<file path="src/hw/rtl/ncv_pkg.sv">
package ncv_pkg;

  // Default geometry
  localparam int LineBytesDef  = 128;
  localparam int NonceBytesDef = 64;

  // Try limit after reset and saturation value of the failed-try counter
  localparam logic [3:0] MAX_TRIES_RST = 4'd3;
  localparam logic [3:0] TRIES_SAT     = 4'd15;

  // Characters
  localparam logic [7:0] CHAR_CR   = 8'h0D;
  localparam logic [7:0] CHAR_LF   = 8'h0A;
  localparam logic [7:0] CHAR_LOW  = 8'h20;  // space
  localparam logic [7:0] CHAR_HIGH = 8'h7E;  // tilde
  localparam logic [7:0] CHAR_FOUR = 8'h34;
  localparam logic [7:0] CHAR_TWO  = 8'h32;

  // Prefix lengths and nonce offsets within a line
  localparam int VerifyWordLen = 6;
  localparam int StoreWordLen  = 5;
  localparam int VerifyOffset  = 7;
  localparam int StoreOffset   = 6;

  // Result status codes
  localparam logic [2:0] ST_VERIFIED    = 3'd0;
  localparam logic [2:0] ST_WRITTEN     = 3'd1;
  localparam logic [2:0] ST_UNKNOWN     = 3'd2;
  localparam logic [2:0] ST_VERIFY_FAIL = 3'd3;
  localparam logic [2:0] ST_NOT_VERIF   = 3'd4;
  localparam logic [2:0] ST_BAD_NONCE   = 3'd5;
  localparam logic [2:0] ST_TRIES_EXC   = 3'd6;

  // Commands from controller to datapath
  typedef struct packed {
    logic take_byte;   // input transfer this cycle
    logic decide;      // classify the finished line
    logic issue_cmp;   // read one nonce/line pair for compare
    logic issue_copy;  // read one line byte for copy into the nonce
    logic resolve;     // settle a verify command
    logic store_done;  // report a completed nonce write
    logic finish;      // load the result register, clear the line
  } ncv_cmd_t;

  // Status from datapath to controller
  typedef struct packed {
    logic line_end;    // offered byte ends the line
    logic go_cmp;      // line needs the compare sweep
    logic go_copy;     // line needs the copy sweep
    logic go_resolve;  // verify line too short, settle as mismatch
    logic idx_last;    // sweep index at the last nonce byte
  } ncv_stat_t;

  function automatic logic [7:0] verify_char(input logic [2:0] pos);
    logic [7:0] c;
    case (pos)
      3'd0:    c = 8'h76;  // v
      3'd1:    c = 8'h65;  // e
      3'd2:    c = 8'h72;  // r
      3'd3:    c = 8'h69;  // i
      3'd4:    c = 8'h66;  // f
      3'd5:    c = 8'h79;  // y
      default: c = 8'h00;
    endcase
    return c;
  endfunction

  function automatic logic [7:0] store_char(input logic [2:0] pos);
    logic [7:0] c;
    case (pos)
      3'd0:    c = 8'h73;  // s
      3'd1:    c = 8'h74;  // t
      3'd2:    c = 8'h6F;  // o
      3'd3:    c = 8'h72;  // r
      3'd4:    c = 8'h65;  // e
      default: c = 8'h00;
    endcase
    return c;
  endfunction

endpackage

</file>
<file path="src/hw/rtl/ncv_datapath.sv">
module ncv_datapath #(
  parameter int LINE_BYTES  = ncv_pkg::LineBytesDef,
  parameter int NONCE_BYTES = ncv_pkg::NonceBytesDef
) (
  input  logic              clk_i,
  input  logic              rst_ni,
  input  logic              cfg_we_i,
  input  logic [3:0]        cfg_wdata_i,
  input  logic [7:0]        rx_byte_i,
  input  ncv_pkg::ncv_cmd_t cmd_i,
  output ncv_pkg::ncv_stat_t stat_o,
  output logic [2:0]        status_o,
  output logic              led_lit_o
);

  localparam int LEN_W  = $clog2(LINE_BYTES + 1);
  localparam int LIDX_W = $clog2(LINE_BYTES);
  localparam int NIDX_W = (NONCE_BYTES > 1) ? $clog2(NONCE_BYTES) : 1;
  localparam int SUM_W  = LEN_W + 1;

  localparam logic [SUM_W-1:0] VERIFY_LEN = SUM_W'(NONCE_BYTES + ncv_pkg::VerifyOffset);
  localparam logic [SUM_W-1:0] STORE_LEN  = SUM_W'(NONCE_BYTES + ncv_pkg::StoreOffset);
  localparam logic [LEN_W-1:0] LEN_VWORD  = LEN_W'(ncv_pkg::VerifyWordLen);
  localparam logic [LEN_W-1:0] LEN_SWORD  = LEN_W'(ncv_pkg::StoreWordLen);
  localparam logic [LEN_W-1:0] LEN_FULL   = LEN_W'(LINE_BYTES - 1);
  localparam logic [NIDX_W-1:0] IDX_LAST  = NIDX_W'(NONCE_BYTES - 1);
  localparam logic [SUM_W-1:0] OFS_VERIFY = SUM_W'(ncv_pkg::VerifyOffset);
  localparam logic [SUM_W-1:0] OFS_STORE  = SUM_W'(ncv_pkg::StoreOffset);

  // Storage
  logic [7:0] line_mem  [LINE_BYTES];
  logic [7:0] nonce_mem [NONCE_BYTES];
  logic [NONCE_BYTES-1:0] nonce_vld_q, nonce_vld_d;

  // Control and line state
  logic [LEN_W-1:0]  len_q, len_d;
  logic              pfx_v_q, pfx_v_d;
  logic              pfx_s_q, pfx_s_d;
  logic              verified_q, verified_d;
  logic [3:0]        failed_q, failed_d;
  logic [3:0]        max_q, max_d;
  logic              mismatch_q, mismatch_d;
  logic [NIDX_W-1:0] idx_q, idx_d;
  logic              cmp_vld_q, copy_vld_q;
  logic [NIDX_W-1:0] copy_widx_q;
  logic [2:0]        code_q, code_d;
  logic [2:0]        status_q;
  logic              led_q;

  // Read data
  logic [7:0] line_rdata_q;
  logic [7:0] nonce_rdata_q;
  logic       nonce_rvld_q;
  logic       nonce_rodd_q;
  logic [7:0] nonce_val;

  logic             printable;
  logic             is_eol;
  logic             append;
  logic [SUM_W-1:0] len_x;
  logic             has_vpfx, has_spfx, tries_hit;
  logic             line_rd_en;
  logic [SUM_W-1:0] line_raddr_sum;
  logic [LIDX_W-1:0] line_raddr;

  // Classify the offered byte
  assign printable = (rx_byte_i >= ncv_pkg::CHAR_LOW) && (rx_byte_i <= ncv_pkg::CHAR_HIGH);
  assign is_eol    = (rx_byte_i == ncv_pkg::CHAR_CR) || (rx_byte_i == ncv_pkg::CHAR_LF);
  assign append    = cmd_i.take_byte && printable;

  // Line state checks
  assign len_x     = {1'b0, len_q};
  assign has_vpfx  = (len_q >= LEN_VWORD) && pfx_v_q;
  assign has_spfx  = (len_q >= LEN_SWORD) && pfx_s_q;
  assign tries_hit = failed_q >= max_q;

  // Status toward the controller
  always_comb begin
    stat_o            = '0;
    stat_o.line_end   = is_eol || (printable && (len_q == LEN_FULL));
    stat_o.idx_last   = idx_q == IDX_LAST;
    if (!tries_hit) begin
      if (has_vpfx && !verified_q) begin
        stat_o.go_cmp     = len_x >= VERIFY_LEN;
        stat_o.go_resolve = len_x < VERIFY_LEN;
      end else if (has_spfx && verified_q) begin
        stat_o.go_copy    = len_x >= STORE_LEN;
      end
    end
  end

  // Next-state logic
  always_comb begin
    len_d       = len_q;
    pfx_v_d     = pfx_v_q;
    pfx_s_d     = pfx_s_q;
    verified_d  = verified_q;
    failed_d    = failed_q;
    max_d       = max_q;
    mismatch_d  = mismatch_q;
    idx_d       = idx_q;
    code_d      = code_q;
    nonce_vld_d = nonce_vld_q;

    if (cfg_we_i) begin
      max_d = cfg_wdata_i;
    end

    // Append and track the command prefixes
    if (append) begin
      len_d = len_q + LEN_W'(1);
      if (len_q < LEN_VWORD) begin
        pfx_v_d = ((len_q == '0) || pfx_v_q) &&
                  (rx_byte_i == ncv_pkg::verify_char(len_q[2:0]));
      end
      if (len_q < LEN_SWORD) begin
        pfx_s_d = ((len_q == '0) || pfx_s_q) &&
                  (rx_byte_i == ncv_pkg::store_char(len_q[2:0]));
      end
    end

    // Classify the line; short verify lines settle as a mismatch
    if (cmd_i.decide) begin
      idx_d      = '0;
      mismatch_d = 1'b0;
      if (tries_hit) begin
        code_d = ncv_pkg::ST_TRIES_EXC;
      end else if (has_vpfx && !verified_q) begin
        mismatch_d = len_x < VERIFY_LEN;
      end else if (has_spfx) begin
        if (!verified_q) begin
          code_d = ncv_pkg::ST_NOT_VERIF;
        end else begin
          code_d = ncv_pkg::ST_BAD_NONCE;
        end
      end else begin
        code_d = ncv_pkg::ST_UNKNOWN;
      end
    end

    // Advance the sweep index
    if (cmd_i.issue_cmp || cmd_i.issue_copy) begin
      idx_d = idx_q + NIDX_W'(1);
    end

    // Compare the pair read in the previous cycle
    if (cmp_vld_q && (line_rdata_q != nonce_val)) begin
      mismatch_d = 1'b1;
    end

    // Mark copied nonce bytes as written
    if (copy_vld_q) begin
      nonce_vld_d[copy_widx_q] = 1'b1;
    end

    if (cmd_i.resolve) begin
      if (!mismatch_q) begin
        verified_d = 1'b1;
        code_d     = ncv_pkg::ST_VERIFIED;
      end else begin
        if (failed_q != ncv_pkg::TRIES_SAT) begin
          failed_d = failed_q + 4'd1;
        end
        code_d = ncv_pkg::ST_VERIFY_FAIL;
      end
    end

    if (cmd_i.store_done) begin
      code_d = ncv_pkg::ST_WRITTEN;
    end

    if (cmd_i.finish) begin
      len_d = '0;
    end
  end

  always_ff @(posedge clk_i or negedge rst_ni) begin
    if (!rst_ni) begin
      len_q       <= '0;
      pfx_v_q     <= 1'b0;
      pfx_s_q     <= 1'b0;
      verified_q  <= 1'b0;
      failed_q    <= '0;
      max_q       <= ncv_pkg::MAX_TRIES_RST;
      mismatch_q  <= 1'b0;
      idx_q       <= '0;
      code_q      <= ncv_pkg::ST_UNKNOWN;
      nonce_vld_q <= '0;
      cmp_vld_q   <= 1'b0;
      copy_vld_q  <= 1'b0;
    end else begin
      len_q       <= len_d;
      pfx_v_q     <= pfx_v_d;
      pfx_s_q     <= pfx_s_d;
      verified_q  <= verified_d;
      failed_q    <= failed_d;
      max_q       <= max_d;
      mismatch_q  <= mismatch_d;
      idx_q       <= idx_d;
      code_q      <= code_d;
      nonce_vld_q <= nonce_vld_d;
      cmp_vld_q   <= cmd_i.issue_cmp;
      copy_vld_q  <= cmd_i.issue_copy;
    end
  end

  // Result payload and copy write index
  always_ff @(posedge clk_i) begin
    if (cmd_i.finish) begin
      status_q <= code_q;
      led_q    <= verified_q;
    end
    copy_widx_q <= idx_q;
  end

  // Line store: write on append, read for compare or copy
  assign line_rd_en     = cmd_i.issue_cmp || cmd_i.issue_copy;
  assign line_raddr_sum = SUM_W'(idx_q) + (cmd_i.issue_cmp ? OFS_VERIFY : OFS_STORE);
  assign line_raddr     = line_raddr_sum[LIDX_W-1:0];

  always_ff @(posedge clk_i) begin
    if (append) begin
      line_mem[len_q[LIDX_W-1:0]] <= rx_byte_i;
    end
    if (line_rd_en) begin
      line_rdata_q <= line_mem[line_raddr];
    end
  end

  // Nonce store: unwritten entries read as the 4/2 pattern
  always_ff @(posedge clk_i) begin
    if (copy_vld_q) begin
      nonce_mem[copy_widx_q] <= line_rdata_q;
    end
    if (cmd_i.issue_cmp) begin
      nonce_rdata_q <= nonce_mem[idx_q];
      nonce_rvld_q  <= nonce_vld_q[idx_q];
      nonce_rodd_q  <= idx_q[0];
    end
  end

  assign nonce_val = nonce_rvld_q ? nonce_rdata_q :
                     (nonce_rodd_q ? ncv_pkg::CHAR_TWO : ncv_pkg::CHAR_FOUR);

  assign status_o  = status_q;
  assign led_lit_o = led_q;

endmodule

</file>
<file path="src/hw/rtl/ncv_ctrl.sv">
module ncv_ctrl (
  input  logic               clk_i,
  input  logic               rst_ni,
  input  logic               in_valid_i,
  output logic               in_ready_o,
  output logic               out_valid_o,
  input  logic               out_ready_i,
  input  ncv_pkg::ncv_stat_t stat_i,
  output ncv_pkg::ncv_cmd_t  cmd_o
);

  localparam logic [2:0] S_IDLE       = 3'd0;
  localparam logic [2:0] S_DECIDE     = 3'd1;
  localparam logic [2:0] S_CMP        = 3'd2;
  localparam logic [2:0] S_CMP_DRAIN  = 3'd3;
  localparam logic [2:0] S_RESOLVE    = 3'd4;
  localparam logic [2:0] S_COPY       = 3'd5;
  localparam logic [2:0] S_COPY_DRAIN = 3'd6;
  localparam logic [2:0] S_FINISH     = 3'd7;

  logic [2:0] state_q, state_d;
  logic       out_valid_q, out_valid_d;
  logic       in_fire;
  logic       slot_free;

  assign in_ready_o = state_q == S_IDLE;
  assign in_fire    = in_valid_i && in_ready_o;
  assign slot_free  = !out_valid_q || out_ready_i;

  // Sequence one line end through decide, sweep and result
  always_comb begin
    state_d = state_q;
    cmd_o   = '0;
    cmd_o.take_byte = in_fire;
    case (state_q)
      S_IDLE: begin
        if (in_fire && stat_i.line_end) begin
          state_d = S_DECIDE;
        end
      end
      S_DECIDE: begin
        cmd_o.decide = 1'b1;
        if (stat_i.go_cmp) begin
          state_d = S_CMP;
        end else if (stat_i.go_copy) begin
          state_d = S_COPY;
        end else if (stat_i.go_resolve) begin
          state_d = S_RESOLVE;
        end else begin
          state_d = S_FINISH;
        end
      end
      S_CMP: begin
        cmd_o.issue_cmp = 1'b1;
        if (stat_i.idx_last) begin
          state_d = S_CMP_DRAIN;
        end
      end
      S_CMP_DRAIN: begin
        state_d = S_RESOLVE;
      end
      S_RESOLVE: begin
        cmd_o.resolve = 1'b1;
        state_d       = S_FINISH;
      end
      S_COPY: begin
        cmd_o.issue_copy = 1'b1;
        if (stat_i.idx_last) begin
          state_d = S_COPY_DRAIN;
        end
      end
      S_COPY_DRAIN: begin
        cmd_o.store_done = 1'b1;
        state_d          = S_FINISH;
      end
      S_FINISH: begin
        if (slot_free) begin
          cmd_o.finish = 1'b1;
          state_d      = S_IDLE;
        end
      end
      default: begin
        state_d = S_IDLE;
      end
    endcase
  end

  // Hold the result valid until its transfer
  always_comb begin
    out_valid_d = out_valid_q;
    if (out_valid_q && out_ready_i) begin
      out_valid_d = 1'b0;
    end
    if (cmd_o.finish) begin
      out_valid_d = 1'b1;
    end
  end

  always_ff @(posedge clk_i or negedge rst_ni) begin
    if (!rst_ni) begin
      state_q     <= S_IDLE;
      out_valid_q <= 1'b0;
    end else begin
      state_q     <= state_d;
      out_valid_q <= out_valid_d;
    end
  end

  assign out_valid_o = out_valid_q;

endmodule

</file>
<file path="src/hw/rtl/nonce_command_verifier.sv">
// Line-oriented command checker. Bytes enter one per transfer; printable bytes
// (space to tilde) collect in a line store, other bytes are dropped, and CR, LF
// or a full store ends the line with exactly one result (status, LED flag).
// A line end runs decide; then the compare sweep, drain and resolve for a full
// verify line, resolve alone for a short verify line, the copy sweep and drain
// for a nonce write, nothing for refused, unknown or rejected lines; and last
// finish. The sweeps walk the single read port of the line store one byte a
// cycle; no byte is taken until the line end is done. The result sits in an
// output register; a line end waits there only while a previous result has
// not been taken. The user must write max_tries through cfg_we_i/cfg_wdata_i
// only while the block is idle; the block itself does not enforce it.
module nonce_command_verifier #(
  parameter int LINE_BYTES  = ncv_pkg::LineBytesDef,
  parameter int NONCE_BYTES = ncv_pkg::NonceBytesDef
) (
  input  logic       clk_i,
  input  logic       rst_ni,
  input  logic       cfg_we_i,
  input  logic [3:0] cfg_wdata_i,
  input  logic       in_valid_i,
  output logic       in_ready_o,
  input  logic [7:0] rx_byte_i,
  output logic       out_valid_o,
  input  logic       out_ready_i,
  output logic [2:0] status_o,
  output logic       led_lit_o
);

  ncv_pkg::ncv_cmd_t  cmd;
  ncv_pkg::ncv_stat_t stat;

  ncv_ctrl u_ctrl (
    .clk_i       (clk_i),
    .rst_ni      (rst_ni),
    .in_valid_i  (in_valid_i),
    .in_ready_o  (in_ready_o),
    .out_valid_o (out_valid_o),
    .out_ready_i (out_ready_i),
    .stat_i      (stat),
    .cmd_o       (cmd)
  );

  ncv_datapath #(
    .LINE_BYTES  (LINE_BYTES),
    .NONCE_BYTES (NONCE_BYTES)
  ) u_datapath (
    .clk_i       (clk_i),
    .rst_ni      (rst_ni),
    .cfg_we_i    (cfg_we_i),
    .cfg_wdata_i (cfg_wdata_i),
    .rx_byte_i   (rx_byte_i),
    .cmd_i       (cmd),
    .stat_o      (stat),
    .status_o    (status_o),
    .led_lit_o   (led_lit_o)
  );

endmodule
</file>
<file path="config.mk">
export PLATFORM = sky130hd
export DESIGN_NAME = nonce_command_verifier
export DESIGN_NICKNAME = d
export VERILOG_FILES = /design/src/hw/rtl/ncv_pkg.sv /design/src/hw/rtl/ncv_datapath.sv /design/src/hw/rtl/ncv_ctrl.sv /design/src/hw/rtl/nonce_command_verifier.sv
export SDC_FILE = /design/constraint.sdc
export NUM_CORES = 2
export LEC_CHECK = 0
export BUFFER_PORTS_ARGS = -buffer_cell sky130_fd_sc_hd__buf_2
export CAP_MARGIN = 20
export CORE_AREA = 2 2 291 293
export DETAILED_ROUTE_END_ITERATION = 10
export DIE_AREA = 0 0 293 295
export PLACE_DENSITY_LB_ADDON = 0.12
export SETUP_SLACK_MARGIN = 0.4
export SYNTH_ARGS = -nofsm -noshare
export SYNTH_HDL_FRONTEND = slang
export SYNTH_SLANG_ARGS = --single-unit
</file>
<file path="constraint.sdc">
create_clock -name clk_i -period 4.1 [get_ports clk_i]
set_input_delay 0.82 -clock clk_i [delete_from_list [all_inputs] [get_ports clk_i]]
set_output_delay 0.82 -clock clk_i [all_outputs]
set_load 0.01 [all_outputs]
</file>
# == After elaboration in Yosys (flattened, before gate mapping) ==
# Memories as Yosys holds them, arrays and structs flattened. A register that Yosys moved wholly into a read port is not among the register bits.
# Cells that the tools add are included.
# op_classes
n_addsub,4
n_mul,0
n_div,0
magnitude_cmp,13
eq_ne,25
shifts,0
n_mux,54
bitwise_logic,2
n_reduce_logical,37
# ops
op,n
$or 64x64->64,1
$mux 8,7
$pmux 7 s6,1
$mux 3,13
$pmux 7 s5,1
$mux 1,24
$pmux 3 s7,1
$eq 3x3->1 const B,6
$eq 8x4->1 const B,2
$eq 8x8->1,2
$ge 8x3->1 const B,2
$ge 8x7->1 const B,2
$lt 8x3->1 const B,2
$logic_and 1x1->1,14
$lt 6x7->1 const B,2
$eq 3x2->1 const B,4
$mux 6,2
$add 8x1->8 const B,1
$eq 8x7->1 const B,1
$ge 8x6->1 const B,1
$le 8x7->1 const B,1
$logic_not 8->1,1
$lt 8x7->1 const B,1
$ne 8x8->1,1
other kinds (24),42
# totals
reg_bits,111
latchBits,0
ramBits,1536
romBits,0
output_inout_bits,6
mem_count,2
# memory_table
name,words,width,read_ports,rd_ports_with_merged_regs,write_ports,line_no,text
u_datapath.line_mem,128,8,1,1,1,ncv_datapath.sv:31,logic [7:0] line_mem [LINE_BYTES];
u_datapath.nonce_mem,64,8,1,1,1,ncv_datapath.sv:32,logic [7:0] nonce_mem [NONCE_BYTES];

# == Longest topological paths before layout ==
# logic_depth
depth_word,10
depth_mapped,14

# == Modules after synthesis ==
# Synthesis repeated with hierarchy kept, for this count alone.
# hier_totals
hier_cells,2975
hier_area_um2,60309.1
# modules_own_cells
module,instances,cells_per_inst,area_per_inst_um2,seq_area_each_um2
ncv_datapath,1,2935,59995.0,45442.3
ncv_ctrl,1,40,314.1,100.1

# == Least setup slack after synthesis ==
# Ideal clock, no wire load.
# synth_path
path_type,register to register
startpoint,reg u_ctrl.state_q[2]
endpoint,"reg u_datapath.line_rdata_q[4] (read register of u_datapath.line_mem), data pin"
setup_time_ns,0.258
t_arrival_ns,3.164
path_slack_ns,0.679
stages_incl_launch_ff,15
n_path_buf,3
path_cell_list,dfrtp_1 > buf_2 > nor2_1 > and2_1 > ha_1 > inv_1 > ha_1 > buf_2 > xor2_2 > buf_4 > mux4_2 > mux2i_1 > a21oi_1 > a31oi_1 > nand2_1
# synth_lines
item,line_no,text
"start, declared",ncv_ctrl.sv:21,"logic [2:0] state_q, state_d;"
"start signal, assigned",ncv_ctrl.sv:104,state_q <= state_d;
"end, declared",ncv_datapath.sv:51,logic [7:0] line_rdata_q;

==> results.ini <==
[clocking]
cts_setup_buffers = 0
cts_root_buf = clkbuf_16
clk_pin_slew_ps = 60
insertion_delay_ps = 700
postCtsHoldBufs = 0
cts.sinks = 1279
postCtsResizedCells = 0
cts_tree = built
htreeDepth = 3
numCtsBuffers = 120
cts_buffer_depth = 3

[yosys]
ys_async_sr_fraction_pct = 7.74
syn_inst = 2556
ys_types = 65
synth_area_um2 = 50500
yosysSeqAreaShare_pct = 74.9
synth_edf_count = 1174
synth_nets = 2586
avgSynthCellArea_um2 = 19.8
ys_ff_latch = 1279
yosysWarnings = 0
ys.flop_type = edfxtp_1

[sta]
whs_ps = 195
drv_slew = 0
rsz0062_at_grt = false
max_freq_mhz = 288
hold_violations = 0
fin_crit_ps = 3470
setup_ws_ps = 633
fin_skew_ps = 16.6
min_period_over_period_pct = 84.6
tns_ps = 0
tightest_slew_ps = 1120
relSlewSlack_pct = 25.0
finalSetupViolCount = 0

[finish]
area_growth_pct = 11.4
final_common_cell = edfxtp_1
fin_nets = 2683
antennaDiodeCount = 0
fin_cells = 3833
stdcell_area_um2 = 56300
drive_gt1_share_pct = 25.3
most-common-layout-cells = edfxtp_1, mux4_2, nand2_1, nor2_1, clkbuf_16

[global_routing]
grt_max_degree = 146
antenna_found_initial = 1
grt_first_pass_wirelength_um = 166000
gr-total-overflow = 0
gr-usage-all-layers_pct = 26.5
grt_pass1_vias = 25489

[worst_setup_path]
cp_common_cell = ha_4
reg2reg_from = u_ctrl.state_q[2]
crit_slowest_cell = mux4_2
cp-startpoint = u_ctrl.state_q[2]
reg2reg_to = u_datapath.line_rdata_q[5]
required_ps = 4520
endpoint = u_datapath.line_rdata_q[5]
crit_path_end_kind = flip-flop
cp_max_fo = 53
reg2reg_slack_ps = 630
reg2reg_depth = 12
worstPathArrival_ps = 3890
cp_cell_sequence = nor2_1 > and2_1 > ha_4 > inv_1 > ha_4 > xor2_4 > buf_12 > mux4_2 > mux2i_1 > a32oi_1 > nand4_1 > nand3_1
path_class = reg2reg
critical-path-max-stage-delay_ps = 550
startpoint_type = flip-flop

[placed_design]
dpl.hpwl_um = 66800
place_ws_ps = 421
post_dp_cell_area_um2 = 52100
place_congestion = 0.903
dp.cells = 3606
port_buffers = 22

[drt]
wl_per_cell_um = 29.2
vias_per_cell = 6.54
via_count = 25050
routed_wl_um = 112000
drt_pre_antenna_iters = 8
ant_nets = 0
drcViolationCount = 0
drtIter0Drc = 2807

[power_and_ir_drop]
power.density_nw_per_um2 = 456
p_leak_nw = 18.4
power_frac_seq_pct = 55.1
p_sw_w = 0.00485
comb_power_share_pct = 0.7
switching_share_pct = 18.9
ir_drop_mv = 0.418
p_clk_share_pct = 44.1
p_int_w = 0.0208

[floorplanning]
die_w_um = 293
io_pins = 23
die_h_um = 295
num_rows = 106
die_area_um2 = 86400
initial_core_util_pct = 60.7
core_area_um2 = 83200

[status]
status = finished, final reports clean

[job]
max_cap_viol_count = 0

[hold_path]
hold_path.class = in2async

[state kept, by name, summed over array words and instances (netlist names), 3 cells and up]
signal	flops
u_datapath.max_q	4
u_datapath.failed_q	4
u_datapath.copy_widx_q	6
u_datapath.code_q	3
u_datapath.len_q	8
u_datapath.nonce_vld_q	64
u_datapath.idx_q	6
u_ctrl.state_q	3
u_datapath.nonce_mem	512
u_datapath.line_mem	640
u_datapath.nonce_rdata_q	8
u_datapath.status_o	3
u_datapath.line_rdata_q	8
[how the worst min path moves through the flow]
stage	start	end	slack, ps	cells past startpoint
6_report	rst_ni	u_datapath.nonce_vld_q[7]	200	1
5_1_grt	rst_ni	u_datapath.nonce_vld_q[14]	230	1
4_1_cts	rst_ni	u_datapath.nonce_vld_q[7]	200	1
3_5_place_dp	u_datapath.code_q[0]	u_datapath.status_o[0]	440	0
3_3_place_gp	u_datapath.nonce_vld_q[10]	u_datapath.nonce_vld_q[10]	440	1
2_1_floorplan	u_datapath.idx_q[5]	u_datapath.copy_widx_q[5]	350	0
[per-layer routing]
metal	track usage [%]	part of all wire [%]	vias up	wire, um
met5	0	0	-	0
li1	-	-	10538	-
met2	45.0	51	1076	57400
met1	35.4	38	13201	42700
met3	3.32	6.4	235	7160
met4	10.8	4.2	0	4650
[cells by family (layout without fill, tap and decap cells)]
group | Yosys count | after routing | synth area share (%)
multiplexers | 367 | 367 | 15.7
flip-flops | 1279 | 1279 | 74.9
AND/OR/NAND/NOR | 575 | 575 | 5.25
buffers and inverters | 152 | 349 | 1.39
AO/OA/AOI/OAI | 148 | 148 | 1.99
XOR/XNOR | 22 | 22 | 0.396
adder cells (fa/ha/maj) | 13 | 13 | 0.322
[per-stage QoR]
stage | util (%) | total power, W
final | 67.7 | 0.0257
after CTS | 67.6 | 0.0258
after global routing | 67.7 | 0.0263
after global placement | 62.6 | 0.0146
after detailed placement | 62.7 | 0.0146
after floorplan | - | 0.0144
[worst max-delay path: cells and delay by family, from the launching register on]
kind	cells	cell delay, ps
AOI/OAI and AO/OA	1	130
xor gates and xnor gates	1	330
adders and majority gates	2	390
buffers and inverters	2	420
DFF	1	390
muxes	2	830
and+or+nand+nor	4	660
[final cells by class]
cell class              count  area, um2
flip-flops and latches   1279      37900
fillers                  5201      26900
multi-input cells        1125      12000
clock buffers             154       3280
well taps                1080       1350
repair buffers            110        925
clock inverters            68        769
inverters                  17       63.8
[power by group through the flow]
stage | registers [W] | logic [W] | clock network [W]
2_1_floorplan | 0.0144 | 0.0000218 | 0
3_3_place_gp | 0.0144 | 0.000177 | 0
3_5_place_dp | 0.0144 | 0.000188 | 0
4_1_cts | 0.0141 | 0.000187 | 0.0115
5_1_grt | 0.0141 | 0.000200 | 0.0120
6_report | 0.0142 | 0.000183 | 0.0113
[synth_stat cells (4+ instances only)]
cell type / number / area (um2)
a21oi_1: 28 / 140
a22oi_1: 21 / 158
a31oi_1: 22 / 138
a32oi_1: 20 / 175
and2_1: 4 / 25.0
and3_1: 5 / 31.3
buf_1: 9 / 33.8
buf_2: 36 / 180
buf_4: 7 / 52.6
buf_6: 8 / 90.1
clkbuf_1: 75 / 282
dfrtp_1: 96 / 2400
dfxtp_1: 6 / 120
edfxtp_1: 1174 / 35300
ha_1: 13 / 163
inv_1: 15 / 56.3
mux2i_1: 24 / 240
mux4_2: 340 / 7660
nand2_1: 186 / 698
nand2b_1: 12 / 75.1
nand3_1: 52 / 260
nand4_1: 21 / 131
nor2_1: 182 / 683
nor2b_1: 12 / 75.1
nor3_1: 8 / 40.0
o211ai_1: 5 / 37.5
o21ai_0: 21 / 105
o31ai_1: 7 / 52.6
or2_1: 21 / 131
or2_2: 47 / 294
or3_1: 4 / 25.0
xnor2_1: 12 / 105
xor2_1: 9 / 78.8
No activity file was read; power rests on OpenSTA's default activity.
